## src/hdl/pdct_pkg.sv

```systemverilog
// shared types and constants for the pair dedup and conflict table
package pdct_pkg;

  localparam int unsigned IdW           = 32;
  localparam int unsigned PairCountW    = 7;
  localparam int unsigned TableDepthDef = 64;

  // query travelling down the cell row
  typedef struct packed {
    logic           vld;
    logic           last;
    logic           dup;
    logic           clash;
    logic [IdW-1:0] star;
    logic [IdW-1:0] field;
  } probe_t;

  // one result item
  typedef struct packed {
    logic                  stored;
    logic                  duplicate;
    logic                  conflict;
    logic                  overflow;
    logic [PairCountW-1:0] pair_count;
    logic                  set_consistent;
    logic                  set_done;
  } res_t;

endpackage

```

## src/hdl/pdct_cell.sv

```systemverilog
// one table cell: holds a stored pair and checks the passing query against it
module pdct_cell import pdct_pkg::*; (
  input  logic           clk_i,
  input  logic           rst_ni,
  input  probe_t         probe_i,
  output probe_t         probe_o,
  input  logic           cmp_en_i,
  input  logic           wr_en_i,
  input  logic [IdW-1:0] wr_star_i,
  input  logic [IdW-1:0] wr_field_i
);

  logic [IdW-1:0] star_q;
  logic [IdW-1:0] field_q;
  logic           vld_q;
  probe_t         probe_q;
  probe_t         probe_d;
  logic           same_star;
  logic           same_field;

  assign same_star  = (star_q == probe_i.star);
  assign same_field = (field_q == probe_i.field);

  always_comb begin
    probe_d       = probe_i;
    probe_d.dup   = probe_i.dup | (cmp_en_i & same_star & same_field);
    probe_d.clash = probe_i.clash | (cmp_en_i & (same_star ^ same_field));
  end

  always_ff @(posedge clk_i or negedge rst_ni) begin
    if (!rst_ni) begin
      vld_q <= 1'b0;
    end else begin
      vld_q <= probe_d.vld;
    end
  end

  // query payload, no reset needed; valid comes from vld_q
  always_ff @(posedge clk_i) begin
    probe_q <= probe_d;
    if (wr_en_i) begin
      star_q  <= wr_star_i;
      field_q <= wr_field_i;
    end
  end

  always_comb begin
    probe_o     = probe_q;
    probe_o.vld = vld_q;
  end

endmodule

```

## config.mk

```make
export PLATFORM = sky130hd
export DESIGN_NAME = pdct_cell
export DESIGN_NICKNAME = d
export VERILOG_FILES = /design/src/hdl/pdct_pkg.sv /design/src/hdl/pdct_cell.sv
export SDC_FILE = /design/constraint.sdc
export NUM_CORES = 1
export LEC_CHECK = 0
export BUFFER_PORTS_ARGS = -buffer_cell sky130_fd_sc_hd__buf_2
export CORE_ASPECT_RATIO = 0.9
export CORE_UTILIZATION = 40
export CTS_BUF_LIST = sky130_fd_sc_hd__clkbuf_4
export DETAILED_ROUTE_END_ITERATION = 10
export HOLD_SLACK_MARGIN = 0.05
export PLACE_DENSITY = 0.74
export SYNTH_ARGS = -nofsm -noshare
export SYNTH_HDL_FRONTEND = slang
export SYNTH_SLANG_ARGS = --single-unit
```

## constraint.sdc

```tcl
create_clock -name clk_i -period 4.41 [get_ports clk_i]
set_input_delay 0.2205 -clock clk_i [delete_from_list [all_inputs] [get_ports clk_i]]
set_output_delay 0.2205 -clock clk_i [all_outputs]
set_load 0.02 [all_outputs]
```

==> results of run 1 <==
-- metrics by stage --
stage | setup WS, ns | utilization
floorplan | 3.00 | -
global placement | 2.68 | 0.535
detailed placement | 2.65 | 0.535
-- logic make-up after synthesis --
logic type      count (synthesis)  synth area share
flops                         132             0.818
xor+xnor                       65             0.142
simple gates                   23            0.0346
compound gates                  2           0.00374
buf+inv                         1           0.00187
==> summary.md, run 1 <==
| Metric | Value |
|---|---|
| Outcome | did not finish |
| Fail Step | clock tree synthesis |
| Error | [ERROR RSZ-0060] Max buffer count reached. |
| Setup bufs post-CTS | 0 |
| Most frequent cell after synthesis | dfxtp_1 |
| DP HPWL | 6.21 mm |
| Clock tree buffer depth | 2 |
| Clock buffers created by TritonCTS | 17 |
| Share of the synthesized area in the top cell type | 0.478 |
| Syn Std Cell Area | 4020 um2 |
| Async set-reset flop share out of synthesis | 0.00758 |
| Clk root buf | clkbuf_4 |
| IO Port Bufs | 203 |
| Number of flops mapped to enable cells by yosys | 64 |
| Synth warnings | 0 |
| H-tree levels | 4 |
| Yosys cell types | 12 |
| Sequential-to-total area share from yosys stat | 0.818 |
| CTS sink count | 132 |
| Mean Syn Cell Area | 18.0 um2 |
| Initial Util | 0.414 |
| Cell count after synthesis | 223 |
| GPL Wtd Cong | 0.733 |
| Synth top cells by count | 67 x dfxtp_1, 64 x edfxtp_1, 42 x xor2_1, 23 x xnor2_1, 12 x nor4_1 |
| Placed Area | 5190 um2 |
| IO Pins | 204 |
| Top FF cell, synth | dfxtp_1 |
| Placed cell count | 552 |
| Row cnt | 34 |
| Largest area contributor in the netlist | edfxtp_1 |
| Synth Net Count | 359 |
| Post-cts sizing count | 0 |
| DIE WIDTH | 108 um |
| Synth Register Bits | 132 |
| Synth top area cells | edfxtp_1 48%, dfxtp_1 33%, xor2_1 9.2% |
| Die H | 97.1 um |
| Cts hold-fix bufs | 117 |
==> run 2: changes to the inputs <==
CORE_ASPECT_RATIO = default   (was 0.9)
CORE_UTILIZATION = 25   (was 40)
CTS_BUF_LIST = default   (was sky130_fd_sc_hd__clkbuf_4)
HOLD_SLACK_MARGIN = default   (was 0.05)
PLACE_DENSITY = default   (was 0.74)
PLACE_DENSITY_LB_ADDON = 0.15   (was default)
==> run 2 against run 1 <==
  * The flow now finishes without violations
  * Synthesized area did not move
  * Synthesized cell count did not move
==> summary.md, run 2 <==
| Metric | Value |
|---|---|
| Core Box Area | 15400 um2 |
| Final worst-path cycle share | 0.439 |
| Sequential-to-total area share from yosys stat | 0.818 |
| VDD IR max | 230 uV |
| Async set-reset flop share out of synthesis | 0.00758 |
| Max Cap Viol | 0 |
| DRT iter0 DRCs | 61 |
| TritonRoute pass-1 iters | 5 |
| Clock tree buffer depth | 2 |
| Total track usage | 0.127 |
| Yosys cell types | 12 |
| Hold Path Class | input port to flip-flop |
| First-pass GRT wire length | 15.2 mm |
| TNS Setup | 0 ns |
| Crit-path max FO | 2 |
| Syn Std Cell Area | 4020 um2 |
| Most frequent cell after synthesis | dfxtp_1 |
| Pwr Total | 3.06 mW |
| Placed cell count | 637 |
| FILL cells | 1409 |
| Leakage | 3.08 nW |
| Slew HR | 0.547 |
| Final clock skew | 0.00638 ns |
| Initial antenna violation count | 0 |
| # setup viols final | 0 |
| Top FF cell, synth | dfxtp_1 |
| Synth Register Bits | 132 |
| CP Class | input port to flip-flop |
| RSZ-0062 raised after global routing | false |
| Max FFs per register | 67 |
| Synth top area cells | edfxtp_1 48%, dfxtp_1 33%, xor2_1 9.2% |
| Die H | 129 um |
| CTS tree | done |
| WP data required | 4.71 ns |
| Synth Net Count | 359 |
| Post-cts sizing count | 0 |
| Largest net degree at the start of global routing | 37 |
| Slew Viols, Final | 0 |
| Cell count after synthesis | 223 |
| Clk root buf | clkbuf_16 |
| Routed Antenna Nets | 0 |
| Clock period minus worst slack | 1.94 ns |
| Syn-to-layout area delta | 78.9% |
| IO Pins | 204 |
| Layout cell share with drive strength beyond 1 | 0.393 |
| Share of the synthesized area in the top cell type | 0.478 |
| Drt via density | 3.80 |
| Clock Latency Late Sink | 0.41 ns |
| Wire per inst | 12.4 um |
| Startpoint types | input port |
| FMAX | 516 MHz |
| Row cnt | 45 |
| Grt ovf | 0 |
| Worst-path clk slew | 0.05 ns |
| Commonest cells after routing, fill and taps aside | 203 x buf_2, 132 x dlygate4sd3_1, 67 x dfxtp_1, 64 x edfxtp_1, 42 x xor2_1 |
| Synth warnings | 0 |
| Clock buffers created by TritonCTS | 17 |
| CTS sink count | 132 |
| DIE WIDTH | 129 um |
| Setup bufs post-CTS | 0 |
| Outcome | completed |
| Worst Tran Pin Value | 0.679 ns |
| IO Port Bufs | 203 |
| Power Density | 426 nW/um2 |
| H-tree levels | 4 |
| Synth top cells by count | 67 x dfxtp_1, 64 x edfxtp_1, 42 x xor2_1, 23 x xnor2_1, 12 x nor4_1 |
| Largest area contributor in the netlist | edfxtp_1 |
| Mean Syn Cell Area | 18.0 um2 |
| Number of flops mapped to enable cells by yosys | 64 |
| CP Capture Type | flip-flop |
| Data arrival, critical path | 2.23 ns |
| Vias in the first global route | 3266 |
| Full die area | 16600 um2 |
| GPL Wtd Cong | 0.669 |
| Initial Util | 0.261 |
| WL final | 9.98 mm |
| DRC violations left | 0 |
| Final Worst Setup Slack | 2.47 ns |
| Non-filler cells, final | 803 |
| Hold Fails Final Rpt | 0 |
| Fin nets | 713 |
| DP HPWL | 6.69 mm |
| Pre-CTS setup slack | 2.44 ns |
| Via count | 3051 |
| Commonest non-fill, non-tap cell in the layout | buf_2 |
==> run 2: cell counts after synthesis <==
No cell type changed its count.
==> run 2: final cells by class <==
class | instances | area [um2] | area share
clock buffer | 23 | 458 | 0.0637
antenna | 2 | 5.00 | 0.000696
clock inverter | 9 | 108 | 0.0150
multi-input combinational | 90 | 723 | 0.101
tap | 211 | 264 | 0.0367
sequential | 132 | 3290 | 0.457
timing repair buffer | 336 | 2340 | 0.326
==> run 2: worst paths after layout <==
check,from,end,slack (ns),cells past startpoint
min reg2reg,field_q[31],probe_o[65],0.81,5
max,probe_i[30],probe_o[64],2.47,8
min,probe_i[65],probe_o[65],0.02,2
min in group asynchronous,rst_ni,vld_q,0.12,2
max in group asynchronous,rst_ni,vld_q,4.21,2
max reg2reg,field_q[30],probe_o[64],2.60,6
==> run 2: critical path, cell delays in order <==
cell and delay, ns:
dlygate4sd3_1 0.54, buf_2 0.13, xnor2_1 0.15, nand4_1 0.16, nor4_1 0.42, nand4_1 0.24
xnor2_1 0.19, a21o_1 0.17
==> run 2: routing by layer <==
| layer | vias to the layer above | global-route usage | wire, um |
|---|---|---|---|
| li1 | 1503 | - | - |
| met1 | 1404 | 0.129 | 3970 |
| met2 | 132 | 0.218 | 5000 |
| met3 | 12 | 0.0628 | 851 |
| met4 | 0 | 0.0567 | 159 |
| met5 | - | 0 | 0 |
==> run 2: repair_timing <==
action                                  4_1_cts  5_1_grt
endpoints found under the hold margin       132        0
endpoints found under the setup margin        0        0
hold buffers                                132        0
==> run 2: power by group <==
group / total [mW] / internal, mW / switching, mW
sequential: 1.40 / 1.37 / 0.0258
clock: 1.35 / 0.845 / 0.500
combinational: 0.318 / 0.180 / 0.138
total: 3.06 / 2.40 / 0.664
==> run 2: cells by family after synthesis <==
kind of cell              count (synthesis)  synth area share
DFF                                     132             0.818
xor gates and xnor gates                 65             0.142
AOI/OAI and AO/OA                         2           0.00374
and+or+nand+nor                          23            0.0346
buffers and inverters                     1           0.00187
==> run 2: per-stage QoR <==
step | hold WS (ns) | area, um2 | util
CTS | 0.00342 | 7190 | 0.466
floorplan | -0.0751 | 4020 | -
finish | 0.0168 | 7190 | 0.466
global placement | -0.00357 | 5300 | 0.343
detailed placement | -0.00230 | 5300 | 0.343
global route | 0.0188 | 7190 | 0.466
(Power assumes the default switching activity.)
==> run 3: changes to the inputs <==
clock period = 2 ns   (was 4.41 ns; I/O delays follow)
==> run 3 against run 2 <==
  * Synthesized area unchanged
  * The run now fails in clock tree synthesis
  * Synthesized cell count unchanged
==> summary.md, run 3 <==
| Metric | Value |
|---|---|
| Clock tree buffer depth | 2 |
| Top FF cell, synth | dfxtp_1 |
| Placed cell count | 638 |
| Synth top area cells | edfxtp_1 48%, dfxtp_1 33%, xor2_1 9.2% |
| Largest area contributor in the netlist | edfxtp_1 |
| Clock buffers created by TritonCTS | 17 |
| Cts hold-fix bufs | 135 |
| Setup bufs post-CTS | 0 |
| Yosys cell types | 12 |
| Post-cts sizing count | 0 |
| Synth warnings | 0 |
| Share of the synthesized area in the top cell type | 0.478 |
| Most frequent cell after synthesis | dfxtp_1 |
| DIE WIDTH | 129 um |
| Synth Register Bits | 132 |
| Outcome | did not finish |
| Cell count after synthesis | 223 |
| Initial Util | 0.261 |
| Error | [ERROR RSZ-0060] Max buffer count reached. |
| Placed Area | 5310 um2 |
| DP HPWL | 6.72 mm |
| Fail Step | clock tree synthesis |
| Clk root buf | clkbuf_16 |
| Row cnt | 45 |
| Synth Net Count | 359 |
| IO Port Bufs | 203 |
| Synth top cells by count | 67 x dfxtp_1, 64 x edfxtp_1, 42 x xor2_1, 23 x xnor2_1, 12 x nor4_1 |
| Die H | 129 um |
| Number of flops mapped to enable cells by yosys | 64 |
| CTS sink count | 132 |
| IO Pins | 204 |
| GPL Wtd Cong | 0.663 |
| H-tree levels | 4 |
| Async set-reset flop share out of synthesis | 0.00758 |
| Mean Syn Cell Area | 18.0 um2 |
| Sequential-to-total area share from yosys stat | 0.818 |
| Syn Std Cell Area | 4020 um2 |
[run 3: cell counts after synthesis]
Identical to the previous run, type by type.
[run 3: cells by family after synthesis]
| family | after synthesis | share of synthesized area |
|---|---|---|
| buffers and inverters | 1 | 0.00187 |
| and+or+nand+nor | 23 | 0.0346 |
| xor gates and xnor gates | 65 | 0.142 |
| DFF | 132 | 0.818 |
| AOI/OAI and AO/OA | 2 | 0.00374 |
[run 3: stage by stage]
step                       util  worst slack (ns)
after floorplan               -             0.587
after global placement    0.344            0.0988
after detailed placement  0.344            0.0331
